--- src/sv/trpid_pkg.sv ---
// shared types and constants for the three-axis rate pid core
package trpid_pkg;

    localparam int RATE_W  = 24;
    localparam int GAIN_W  = 32;
    localparam int STEP_W  = 24;
    localparam int TQ_W    = 32;
    localparam int INTEG_W = 40;
    localparam int MA_W    = 41;
    localparam int MB_W    = 32;
    localparam int PROD_W  = MA_W + MB_W;
    localparam int RES_W   = 64;
    localparam int DERIV_W = 42;
    localparam int CNT_W   = 5;

    localparam logic signed [DERIV_W-1:0] INTEG_MAX = DERIV_W'(64'sd549755813887);
    localparam logic signed [DERIV_W-1:0] INTEG_MIN = DERIV_W'(-64'sd549755813888);
    localparam logic signed [RES_W-1:0]   TQ_MAX    = RES_W'(64'sd2147483647);
    localparam logic signed [RES_W-1:0]   TQ_MIN    = RES_W'(-64'sd2147483648);

    typedef enum logic [1:0] {
        SH_8  = 2'd0,
        SH_16 = 2'd1,
        SH_24 = 2'd2
    } shift_t;

    typedef enum logic [2:0] {
        REG_KP    = 3'd0,
        REG_KI    = 3'd1,
        REG_KD    = 3'd2,
        REG_TSTEP = 3'd3,
        REG_RSTEP = 3'd4
    } reg_idx_t;

    typedef struct packed {
        logic             start;
        logic [MA_W-1:0]  a;
        logic [MB_W-1:0]  b;
        logic             neg;
        shift_t           sh;
    } mul_req_t;

    typedef struct packed {
        logic                    done;
        logic signed [RES_W-1:0] result;
    } mul_rsp_t;

endpackage

--- src/sv/trpid_mul.sv ---
// bit-serial sign-magnitude multiplier with rounded right shift
module trpid_mul (
    input  logic                 aclk,
    input  logic                 aresetn,
    input  trpid_pkg::mul_req_t  req,
    output trpid_pkg::mul_rsp_t  rsp
);

    typedef enum logic [3:0] {
        M_IDLE = 4'b0001,
        M_RUN  = 4'b0010,
        M_RND  = 4'b0100,
        M_FIN  = 4'b1000
    } mstate_t;

    mstate_t                              state_reg;
    logic [trpid_pkg::MA_W-1:0]           a_reg;
    logic [trpid_pkg::PROD_W-1:0]         p_reg;
    logic [trpid_pkg::RES_W-1:0]          mag_reg;
    logic                                 neg_reg;
    trpid_pkg::shift_t                    sh_reg;
    logic [trpid_pkg::CNT_W-1:0]          cnt_reg;

    logic [trpid_pkg::MA_W-1:0]           addend;
    logic [trpid_pkg::MA_W:0]             psum;
    logic [trpid_pkg::PROD_W-1:0]         half;
    logic [trpid_pkg::PROD_W-1:0]         rounded;

    assign addend = p_reg[0] ? a_reg : '0;
    assign psum   = {1'b0, p_reg[trpid_pkg::PROD_W-1:trpid_pkg::MB_W]} + {1'b0, addend};

    always_comb begin
        case (sh_reg)
            trpid_pkg::SH_8: begin
                half    = trpid_pkg::PROD_W'(1) << 7;
                rounded = (p_reg + half) >> 8;
            end
            trpid_pkg::SH_16: begin
                half    = trpid_pkg::PROD_W'(1) << 15;
                rounded = (p_reg + half) >> 16;
            end
            trpid_pkg::SH_24: begin
                half    = trpid_pkg::PROD_W'(1) << 23;
                rounded = (p_reg + half) >> 24;
            end
            default: begin
                half    = '0;
                rounded = '0;
            end
        endcase
    end

    always_ff @(posedge aclk) begin
        if (!aresetn) begin
            state_reg <= M_IDLE;
        end else begin
            case (state_reg)
                M_IDLE: begin
                    if (req.start) begin
                        a_reg     <= req.a;
                        p_reg     <= {{trpid_pkg::MA_W{1'b0}}, req.b};
                        neg_reg   <= req.neg;
                        sh_reg    <= req.sh;
                        cnt_reg   <= '0;
                        state_reg <= M_RUN;
                    end
                end
                M_RUN: begin
                    p_reg   <= {psum, p_reg[trpid_pkg::MB_W-1:1]};
                    cnt_reg <= cnt_reg + 1'b1;
                    if (cnt_reg == trpid_pkg::CNT_W'(trpid_pkg::MB_W - 1)) begin
                        state_reg <= M_RND;
                    end
                end
                M_RND: begin
                    mag_reg   <= rounded[trpid_pkg::RES_W-1:0];
                    state_reg <= M_FIN;
                end
                M_FIN: begin
                    state_reg <= M_IDLE;
                end
                default: begin
                    state_reg <= M_IDLE;
                end
            endcase
        end
    end

    assign rsp.done   = (state_reg == M_FIN);
    assign rsp.result = neg_reg ? -$signed(mag_reg) : $signed(mag_reg);

endmodule

--- src/sv/three_axis_rate_pid_core.sv ---
// top level of the three-axis rate pid core
// One beat of three angular rates yields one beat of three damping torques. Each axis runs
// five products (derivative, integral increment and the three gain terms) through one
// bit-serial multiplier, clamping the integral after the increment and the torque after the
// three gain terms; the next beat is taken only after all three axes are done, since that
// multiplier is shared.
// One item is worked at a time; a finished result waits in the output register while the
// next beat is accepted. Integral and previous rate clear at reset.
module three_axis_rate_pid_core (
    input  logic        aclk,
    input  logic        aresetn,
    input  logic        s_tvalid,
    output logic        s_tready,
    input  logic [71:0] s_tdata,   // rate_x, rate_y, rate_z
    output logic        m_tvalid,
    input  logic        m_tready,
    output logic [95:0] m_tdata,   // torque_x, torque_y, torque_z
    output logic        m_tuser,   // clipped
    input  logic        psel,
    input  logic        penable,
    input  logic        pwrite,
    input  logic [4:0]  paddr,
    input  logic [31:0] pwdata,
    output logic [31:0] prdata,
    output logic        pready
);

    typedef enum logic [5:0] {
        ST_IDLE  = 6'b000001,
        ST_ISSUE = 6'b000010,
        ST_WAIT  = 6'b000100,
        ST_INT   = 6'b001000,
        ST_TQ    = 6'b010000,
        ST_DONE  = 6'b100000
    } state_t;

    typedef enum logic [2:0] {
        OP_DER = 3'd0,
        OP_INC = 3'd1,
        OP_KP  = 3'd2,
        OP_KD  = 3'd3,
        OP_KI  = 3'd4
    } op_t;

    localparam int RW = trpid_pkg::RATE_W;
    localparam int GW = trpid_pkg::GAIN_W;
    localparam int SW = trpid_pkg::STEP_W;
    localparam int TW = trpid_pkg::TQ_W;
    localparam int IW = trpid_pkg::INTEG_W;
    localparam int DW = trpid_pkg::DERIV_W;
    localparam int XW = trpid_pkg::RES_W;

    state_t                state_reg;
    op_t                   op_reg;
    logic [1:0]            axis_reg;
    logic signed [GW-1:0]  kp_reg, ki_reg, kd_reg;
    logic [SW-1:0]         tstep_reg, rstep_reg;
    logic signed [RW-1:0]  rate_reg  [3];
    logic signed [RW-1:0]  prev_reg  [3];
    logic signed [IW-1:0]  integ_reg [3];
    logic signed [TW-1:0]  tq_reg    [3];
    logic signed [DW-1:0]  deriv_reg;
    logic signed [DW-1:0]  inc_reg;
    logic signed [XW-1:0]  sum_reg;
    logic                  hit_reg;
    logic                  m_valid_reg;
    logic [95:0]           m_data_reg;
    logic                  m_user_reg;

    trpid_pkg::mul_req_t   mreq;
    trpid_pkg::mul_rsp_t   mrsp;

    logic signed [RW-1:0]  r_cur;
    logic signed [RW:0]    d_cur;
    logic [RW:0]           d_mag;
    logic [RW-1:0]         r_mag;
    logic [GW-1:0]         kp_mag, ki_mag, kd_mag;
    logic [DW-1:0]         deriv_mag;
    logic [IW-1:0]         integ_mag;
    logic signed [DW-1:0]  isum;
    logic signed [XW-1:0]  tneg;
    logic                  wr_en;
    logic                  s_acc;

    assign r_cur     = rate_reg[axis_reg];
    assign d_cur     = {r_cur[RW-1], r_cur} - {prev_reg[axis_reg][RW-1], prev_reg[axis_reg]};
    assign d_mag     = d_cur[RW] ? (RW+1)'(-d_cur) : d_cur;
    assign r_mag     = r_cur[RW-1] ? RW'(-r_cur) : r_cur;
    assign kp_mag    = kp_reg[GW-1] ? GW'(-kp_reg) : kp_reg;
    assign ki_mag    = ki_reg[GW-1] ? GW'(-ki_reg) : ki_reg;
    assign kd_mag    = kd_reg[GW-1] ? GW'(-kd_reg) : kd_reg;
    assign deriv_mag = deriv_reg[DW-1] ? DW'(-deriv_reg) : deriv_reg;
    assign integ_mag = integ_reg[axis_reg][IW-1] ? IW'(-integ_reg[axis_reg])
                                                 : integ_reg[axis_reg];
    assign isum      = DW'(integ_reg[axis_reg]) + inc_reg;
    assign tneg      = -sum_reg;

    always_comb begin
        mreq.start = (state_reg == ST_ISSUE);
        case (op_reg)
            OP_DER: begin
                mreq.a   = trpid_pkg::MA_W'(d_mag);
                mreq.b   = trpid_pkg::MB_W'(rstep_reg);
                mreq.neg = d_cur[RW];
                mreq.sh  = trpid_pkg::SH_8;
            end
            OP_INC: begin
                mreq.a   = trpid_pkg::MA_W'(r_mag);
                mreq.b   = trpid_pkg::MB_W'(tstep_reg);
                mreq.neg = r_cur[RW-1];
                mreq.sh  = trpid_pkg::SH_16;
            end
            OP_KP: begin
                mreq.a   = trpid_pkg::MA_W'(r_mag);
                mreq.b   = kp_mag;
                mreq.neg = r_cur[RW-1] ^ kp_reg[GW-1];
                mreq.sh  = trpid_pkg::SH_16;
            end
            OP_KD: begin
                mreq.a   = deriv_mag[trpid_pkg::MA_W-1:0];
                mreq.b   = kd_mag;
                mreq.neg = deriv_reg[DW-1] ^ kd_reg[GW-1];
                mreq.sh  = trpid_pkg::SH_16;
            end
            OP_KI: begin
                mreq.a   = trpid_pkg::MA_W'(integ_mag);
                mreq.b   = ki_mag;
                mreq.neg = integ_reg[axis_reg][IW-1] ^ ki_reg[GW-1];
                mreq.sh  = trpid_pkg::SH_24;
            end
            default: begin
                mreq.a   = '0;
                mreq.b   = '0;
                mreq.neg = 1'b0;
                mreq.sh  = trpid_pkg::SH_8;
            end
        endcase
    end

    trpid_mul u_mul (
        .aclk    (aclk),
        .aresetn (aresetn),
        .req     (mreq),
        .rsp     (mrsp)
    );

    assign wr_en = psel && penable && pwrite;
    assign s_acc = s_tvalid && s_tready;

    always_ff @(posedge aclk) begin
        if (!aresetn) begin
            kp_reg    <= '0;
            ki_reg    <= '0;
            kd_reg    <= '0;
            tstep_reg <= SW'(167772);
            rstep_reg <= SW'(25600);
        end else if (wr_en) begin
            case (trpid_pkg::reg_idx_t'(paddr[4:2]))
                trpid_pkg::REG_KP:    kp_reg    <= pwdata;
                trpid_pkg::REG_KI:    ki_reg    <= pwdata;
                trpid_pkg::REG_KD:    kd_reg    <= pwdata;
                trpid_pkg::REG_TSTEP: tstep_reg <= pwdata[SW-1:0];
                trpid_pkg::REG_RSTEP: rstep_reg <= pwdata[SW-1:0];
                default: ;
            endcase
        end
    end

    always_comb begin
        case (trpid_pkg::reg_idx_t'(paddr[4:2]))
            trpid_pkg::REG_KP:    prdata = kp_reg;
            trpid_pkg::REG_KI:    prdata = ki_reg;
            trpid_pkg::REG_KD:    prdata = kd_reg;
            trpid_pkg::REG_TSTEP: prdata = 32'(tstep_reg);
            trpid_pkg::REG_RSTEP: prdata = 32'(rstep_reg);
            default:              prdata = '0;
        endcase
    end

    assign pready = 1'b1;

    always_ff @(posedge aclk) begin
        if (!aresetn) begin
            state_reg   <= ST_IDLE;
            op_reg      <= OP_DER;
            axis_reg    <= '0;
            m_valid_reg <= 1'b0;
            hit_reg     <= 1'b0;
            for (int i = 0; i < 3; i++) begin
                prev_reg[i]  <= '0;
                integ_reg[i] <= '0;
            end
        end else begin
            if (m_valid_reg && m_tready && state_reg != ST_DONE) begin
                m_valid_reg <= 1'b0;
            end
            case (state_reg)
                ST_IDLE: begin
                    if (s_acc) begin
                        rate_reg[0] <= s_tdata[23:0];
                        rate_reg[1] <= s_tdata[47:24];
                        rate_reg[2] <= s_tdata[71:48];
                        axis_reg    <= '0;
                        op_reg      <= OP_DER;
                        hit_reg     <= 1'b0;
                        state_reg   <= ST_ISSUE;
                    end
                end
                ST_ISSUE: begin
                    state_reg <= ST_WAIT;
                end
                ST_WAIT: begin
                    if (mrsp.done) begin
                        case (op_reg)
                            OP_DER: begin
                                deriv_reg <= mrsp.result[DW-1:0];
                                op_reg    <= OP_INC;
                                state_reg <= ST_ISSUE;
                            end
                            OP_INC: begin
                                inc_reg   <= mrsp.result[DW-1:0];
                                state_reg <= ST_INT;
                            end
                            OP_KP: begin
                                sum_reg   <= mrsp.result;
                                op_reg    <= OP_KD;
                                state_reg <= ST_ISSUE;
                            end
                            OP_KD: begin
                                sum_reg   <= sum_reg + mrsp.result;
                                op_reg    <= OP_KI;
                                state_reg <= ST_ISSUE;
                            end
                            OP_KI: begin
                                sum_reg   <= sum_reg + mrsp.result;
                                state_reg <= ST_TQ;
                            end
                            default: begin
                                state_reg <= ST_IDLE;
                            end
                        endcase
                    end
                end
                ST_INT: begin
                    if (isum > trpid_pkg::INTEG_MAX) begin
                        integ_reg[axis_reg] <= trpid_pkg::INTEG_MAX[IW-1:0];
                        hit_reg             <= 1'b1;
                    end else if (isum < trpid_pkg::INTEG_MIN) begin
                        integ_reg[axis_reg] <= trpid_pkg::INTEG_MIN[IW-1:0];
                        hit_reg             <= 1'b1;
                    end else begin
                        integ_reg[axis_reg] <= isum[IW-1:0];
                    end
                    op_reg    <= OP_KP;
                    state_reg <= ST_ISSUE;
                end
                ST_TQ: begin
                    if (tneg > trpid_pkg::TQ_MAX) begin
                        tq_reg[axis_reg] <= trpid_pkg::TQ_MAX[TW-1:0];
                        hit_reg          <= 1'b1;
                    end else if (tneg < trpid_pkg::TQ_MIN) begin
                        tq_reg[axis_reg] <= trpid_pkg::TQ_MIN[TW-1:0];
                        hit_reg          <= 1'b1;
                    end else begin
                        tq_reg[axis_reg] <= tneg[TW-1:0];
                    end
                    prev_reg[axis_reg] <= r_cur;
                    if (axis_reg == 2'd2) begin
                        state_reg <= ST_DONE;
                    end else begin
                        axis_reg  <= axis_reg + 1'b1;
                        op_reg    <= OP_DER;
                        state_reg <= ST_ISSUE;
                    end
                end
                ST_DONE: begin
                    if (!m_valid_reg || m_tready) begin
                        m_data_reg  <= {tq_reg[2], tq_reg[1], tq_reg[0]};
                        m_user_reg  <= hit_reg;
                        m_valid_reg <= 1'b1;
                        state_reg   <= ST_IDLE;
                    end
                end
                default: begin
                    state_reg <= ST_IDLE;
                end
            endcase
        end
    end

    assign s_tready = (state_reg == ST_IDLE);
    assign m_tvalid = m_valid_reg;
    assign m_tdata  = m_data_reg;
    assign m_tuser  = m_user_reg;

endmodule

--- config.mk ---
export PLATFORM = sky130hd
export DESIGN_NAME = three_axis_rate_pid_core
export DESIGN_NICKNAME = d
export VERILOG_FILES = /design/src/sv/trpid_pkg.sv /design/src/sv/trpid_mul.sv /design/src/sv/three_axis_rate_pid_core.sv
export SDC_FILE = /design/constraint.sdc
export NUM_CORES = 2
export LEC_CHECK = 0
export BUFFER_PORTS_ARGS = -buffer_cell sky130_fd_sc_hd__buf_2
export CAP_MARGIN = 25
export CORE_MARGIN = 10
export CORE_UTILIZATION = 25
export CTS_CLUSTER_SIZE = 40
export DETAILED_ROUTE_END_ITERATION = 8
export GPL_TIMING_DRIVEN = 0
export PLACE_DENSITY_LB_ADDON = 0.08
export SLEW_MARGIN = 20
export SYNTH_ARGS = -nofsm -noshare
export SYNTH_HDL_FRONTEND = slang
export SYNTH_SLANG_ARGS = --single-unit
--- constraint.sdc ---
create_clock -name aclk -period 7.7 [get_ports aclk]
set_clock_uncertainty 0.15 [all_clocks]
set_input_delay 0.385 -clock aclk [delete_from_list [all_inputs] [get_ports aclk]]
set_output_delay 0.385 -clock aclk [all_outputs]
set_load 0.02 [all_outputs]
==> report_table.html <==
<table>
<tr><th>Metric</th><th>Value</th></tr>
<tr><th colspan="2">Global routing</th></tr>
<tr><td>Global-route wire length before repair</td><td>352 mm</td></tr>
<tr><td>Via count of the first global-routing pass</td><td>48700</td></tr>
<tr><td>Largest net degree at the start of global routing</td><td>just over 40</td></tr>
<tr><td>Global route total overflow</td><td>0</td></tr>
<tr><td>Antenna violations before repair</td><td>15</td></tr>
<tr><td>Overall track demand over capacity in global routing</td><td>0.183</td></tr>
<tr><th colspan="2">Logic synthesis</th></tr>
<tr><td>Synth Instances</td><td>5934</td></tr>
<tr><td>Synth Warn #</td><td>0</td></tr>
<tr><td>Leading register cell type out of synthesis</td><td>edfxtp_1</td></tr>
<tr><td>Post-synth design cell area</td><td>0.0594 mm2</td></tr>
<tr><td>EDFF count, synth</td><td>855</td></tr>
<tr><td>Cell type with the largest total area after synthesis</td><td>edfxtp_1</td></tr>
<tr><td>Post-synth net total</td><td>roughly 6200</td></tr>
<tr><td>Ys async rst share</td><td>0</td></tr>
<tr><td>Area fraction of the dominant cell type after synthesis</td><td>0.433</td></tr>
<tr><td>Ranking of synthesized cells by area</td><td>edfxtp_1 43%, dfxtp_1 5.5%, xnor2_1 5.1%, a21oi_1 4.4%, nand2_1 4.1%</td></tr>
<tr><td>Library cells used by synthesis</td><td>84</td></tr>
<tr><td>Synth Register Bits</td><td>roughly 1000</td></tr>
<tr><td>Proportion of synthesized chip area in sequential cells</td><td>0.488</td></tr>
<tr><td>Post-Synthesis Mean Instance Area</td><td>10.0 um2</td></tr>
<tr><th colspan="2">Floorplan</th></tr>
<tr><td>Starting Density</td><td>0.252</td></tr>
<tr><td>Die area</td><td>around 0.26 mm2</td></tr>
<tr><td>Die boundary height</td><td>507 um</td></tr>
<tr><td>Core area</td><td>0.236 mm2</td></tr>
<tr><td>Top Ports</td><td>roughly 250</td></tr>
<tr><td>Std-Cell Rows</td><td>~180</td></tr>
<tr><td>Die outline width</td><td>around 510 um</td></tr>
<tr><th colspan="2">Worst setup path</th></tr>
<tr><td>CP max stage delay</td><td>0.61 ns</td></tr>
<tr><td>Endpoint class of the critical path</td><td>register</td></tr>
<tr><td>Critical path, cell by cell</td><td>clkbuf_2 &gt; buf_4 &gt; clkbuf_2 &gt; buf_1 &gt; buf_8 &gt; clkbuf_2 &gt; mux4_2 &gt; ha_1 &gt; inv_1 &gt; fa_1 &gt; a21o_1 &gt; a21oi_1 &gt; o21ai_1 &gt; a41o_1 &gt; a2111oi_0 &gt; nor3_1 &gt; or2_2 &gt; or4_1 &gt; o31ai_1 &gt; xor2_1 &gt; o21ai_0</td></tr>
<tr><td>Critical path's most frequent cell</td><td>clkbuf_2</td></tr>
<tr><td>Crit Path Category</td><td>reg -&gt; reg</td></tr>
<tr><td>Cell with the biggest individual delay on the critical path</td><td>dfxtp_1</td></tr>
<tr><td>Critical path startpoint category</td><td>register</td></tr>
<tr><td>Highest net fanout along the worst path</td><td>19</td></tr>
<tr><td>CP arrival</td><td>7.75 ns</td></tr>
<tr><td>Critical path required time</td><td>8.02 ns</td></tr>
<tr><th colspan="2">Status</th></tr>
<tr><td>Status</td><td>complete, no violations</td></tr>
<tr><th colspan="2">Placed design</th></tr>
<tr><td>Final HPWL DP</td><td>192 mm</td></tr>
<tr><td>Final weighted congestion of routability-driven global placement</td><td>0.916</td></tr>
<tr><td>Post-Place Setup Slack</td><td>-1.95 ns</td></tr>
<tr><td>Area after DPL</td><td>0.0657 mm2</td></tr>
<tr><td>Port-buffer cells</td><td>243</td></tr>
<tr><th colspan="2">Power</th></tr>
<tr><td>Total power consumption of the routed design</td><td>14.7 mW</td></tr>
<tr><td>VDD IR max</td><td>0.169 mV</td></tr>
<tr><td>PwrDens</td><td>206 mW/mm2</td></tr>
<tr><td>Leakage power</td><td>24.8 nW</td></tr>
<tr><th colspan="2">CTS</th></tr>
<tr><td>Number of buffers inserted by post-CTS setup repair</td><td>0</td></tr>
<tr><td>Clock transition at the register clock pins on the worst setup and hold paths after CTS</td><td>around 0.060 ns</td></tr>
<tr><td>Max Root-Sink Buffers</td><td>3</td></tr>
<tr><td>Insertion delay to the later sink of the worst-skew pair</td><td>0.79 ns</td></tr>
<tr><td>TritonCTS clock tree</td><td>built</td></tr>
<tr><td>Clock H-tree levels</td><td>4</td></tr>
<tr><td>Number of buffers created by CTS</td><td>approximately 130</td></tr>
<tr><td>Number of sinks handled by clock tree synthesis</td><td>1018</td></tr>
<tr><td>Clock tree root driver cell</td><td>clkbuf_16</td></tr>
<tr><th colspan="2">Timing</th></tr>
<tr><td>Unrepaired setup endpoints after global routing</td><td>no</td></tr>
<tr><td>Worst setup margin</td><td>~0.27 ns</td></tr>
<tr><td>Relative slew slack</td><td>0.252</td></tr>
<tr><td>Highest clock frequency the design can meet</td><td>135 MHz</td></tr>
<tr><td>Pins over their slew limit</td><td>0</td></tr>
<tr><td>Min Clock Period, post-route</td><td>7.43 ns</td></tr>
<tr><td>Number of failing setup endpoints in the final timing report</td><td>0</td></tr>
<tr><td>Number of failing hold endpoints at the final stage</td><td>0</td></tr>
<tr><td>Final worst path period share</td><td>0.965</td></tr>
<tr><td>Worst Max-Slew Pin Slew</td><td>1.11 ns</td></tr>
<tr><th colspan="2">Job</th></tr>
<tr><td>Number of max-cap violations</td><td>0</td></tr>
<tr><th colspan="2">Min path</th></tr>
<tr><td>Path category of the worst min-delay check</td><td>in -&gt; reg</td></tr>
<tr><th colspan="2">Detailed routing</th></tr>
<tr><td>Iteration count of the initial detailed-routing pass</td><td>8</td></tr>
<tr><td>Number of DRC markers in iteration 0</td><td>3996</td></tr>
<tr><td>Count of unresolved DRC violations after routing</td><td>0</td></tr>
<tr><td>Post-DR wirelength/cell</td><td>about 25 um</td></tr>
<tr><td>Overall via count from detail_route</td><td>roughly 49000</td></tr>
<tr><td>Post-detailed-route count of antenna-violating nets</td><td>0</td></tr>
<tr><td>Number of vias per cell</td><td>5.02</td></tr>
<tr><td>Post-Route WL</td><td>245 mm</td></tr>
<tr><th colspan="2">Layout</th></tr>
<tr><td>Share of final-layout standard cells stronger than drive strength 1</td><td>0.111</td></tr>
<tr><td>Net count, final</td><td>between 6000 and 7000</td></tr>
<tr><td>Area of all placed cells without fillers</td><td>0.0712 mm2</td></tr>
<tr><td>Signed area change from the synthesized netlist to the final layout</td><td>20.0%</td></tr>
<tr><td>Most common library cell in the layout ignoring fill and taps</td><td>edfxtp_1</td></tr>
<tr><td>Number of flip-flops under the largest register name</td><td>160</td></tr>
<tr><td>Most used cells in the layout excluding fill and tap cells</td><td>855 x edfxtp_1, 644 x nand2_1, 555 x nor2_1</td></tr>
</table>
==> metal layers <==
metal | track usage | vias up | wire [um]
met5 | 0 | - | 13
met2 | 0.299 | 1349 | 114000
met4 | 0.0516 | 2 | 7170
met1 | 0.251 | 24300 | 113000
li1 | - | 23000 | -
met3 | 0.0262 | 293 | 11500
==> worst max-delay path, delay by kind of cell, from the launching register on <==
family                   cells  cell delay [ns]
multiplexers                 1             0.27
XOR/XNOR                     1             0.33
AND/OR/NAND/NOR              3             1.04
adder cells (fa/ha/maj)      2             0.56
buffers and inverters        7             2.22
AO/OA/AOI/OAI                7             1.87
flip-flops                   1             0.61
==> Yosys cell counts, types with 34 or more instances <==
master      n
a21o_1     87
nand4_1    44
nor3_1    105
mux2i_1    48
inv_1     148
or3_1      70
edfxtp_1  855
nor4_1     52
o22ai_1   121
nand2_1   650
a211oi_1   36
a21oi_1   524
o31ai_1   100
and2_1     98
nor2_1    562
dfxtp_1   163
or4_1      57
nand3_1   131
o21ai_0   294
clkbuf_1  284
xor2_1    257
and3_1     47
mux4_2     65
o41ai_1    34
xnor2_1   346
ha_1      187
buf_1      34
nand2b_1   50
a22oi_1    60
==> worst paths after layout <==
path	cells after the start	startpoint	slack [ns]	endpoint
setup / recovery	21	register	0.27	u_mul.a_reg[18]$_DFFE_PP_
hold / removal	5	paddr[2]	0.08	ki_reg[0]$_SDFFE_PN0P_
setup reg to reg	21	register	0.27	u_mul.a_reg[18]$_DFFE_PP_
hold reg to reg	0	tq_reg[2][31]$_DFFE_PP_	0.27	m_tdata[95]$_DFFE_PP_
==> metrics by stage <==
| stage | hold WS [ns] | utilization | std cells | TNS (ns) |
|---|---|---|---|---|
| after floorplan | 0.250 | - | 5934 | 0 |
| after global placement | 0.253 | 0.274 | 9327 | -936.74 |
| after detailed placement | 0.255 | 0.279 | 9383 | -153.74 |
| after CTS | 0.00222 | 0.302 | 9730 | -0.0186 |
| after global routing | 0.0586 | 0.302 | 9732 | 0 |
| final | 0.0815 | 0.302 | 9732 | 0 |
==> area by class of cell <==
cell class	instances	area, um2
multi-input cells	4438	29000
diodes	3	7.51
clock inverters	74	774
inverters	150	563
flip-flops and latches	1018	28900
well taps	3150	3940
clock buffers	167	3550
repair buffers	407	3160
fillers	24600	165000
plain buffers	325	1290
==> timing repair <==
action                     4_1_cts  5_1_grt
hold buffers                   108        0
hold endpoints to repair       219        0
gates resized for setup         28       23
setup endpoints to repair      183      144
==> power breakdown <==
group	internal (mW)	total (mW)	switching [mW]	leakage, nW
combinational	0.717	2.16	1.44	13.1
sequential	6.15	6.23	0.0791	9.59
clock	3.61	6.29	2.67	2.10
==> logic make-up after synthesis <==
| logic type | synth area share |
|---|---|
| multiplexers | 0.0388 |
| XOR/XNOR | 0.0890 |
| AO/OA/AOI/OAI | 0.157 |
| adder cells (fa/ha/maj) | 0.0408 |
| buffers and inverters | 0.0306 |
| other | 0.0000632 |
| flip-flops | 0.488 |
| AND/OR/NAND/NOR | 0.156 |
Note: power is estimated with default switching activity, not from simulation.
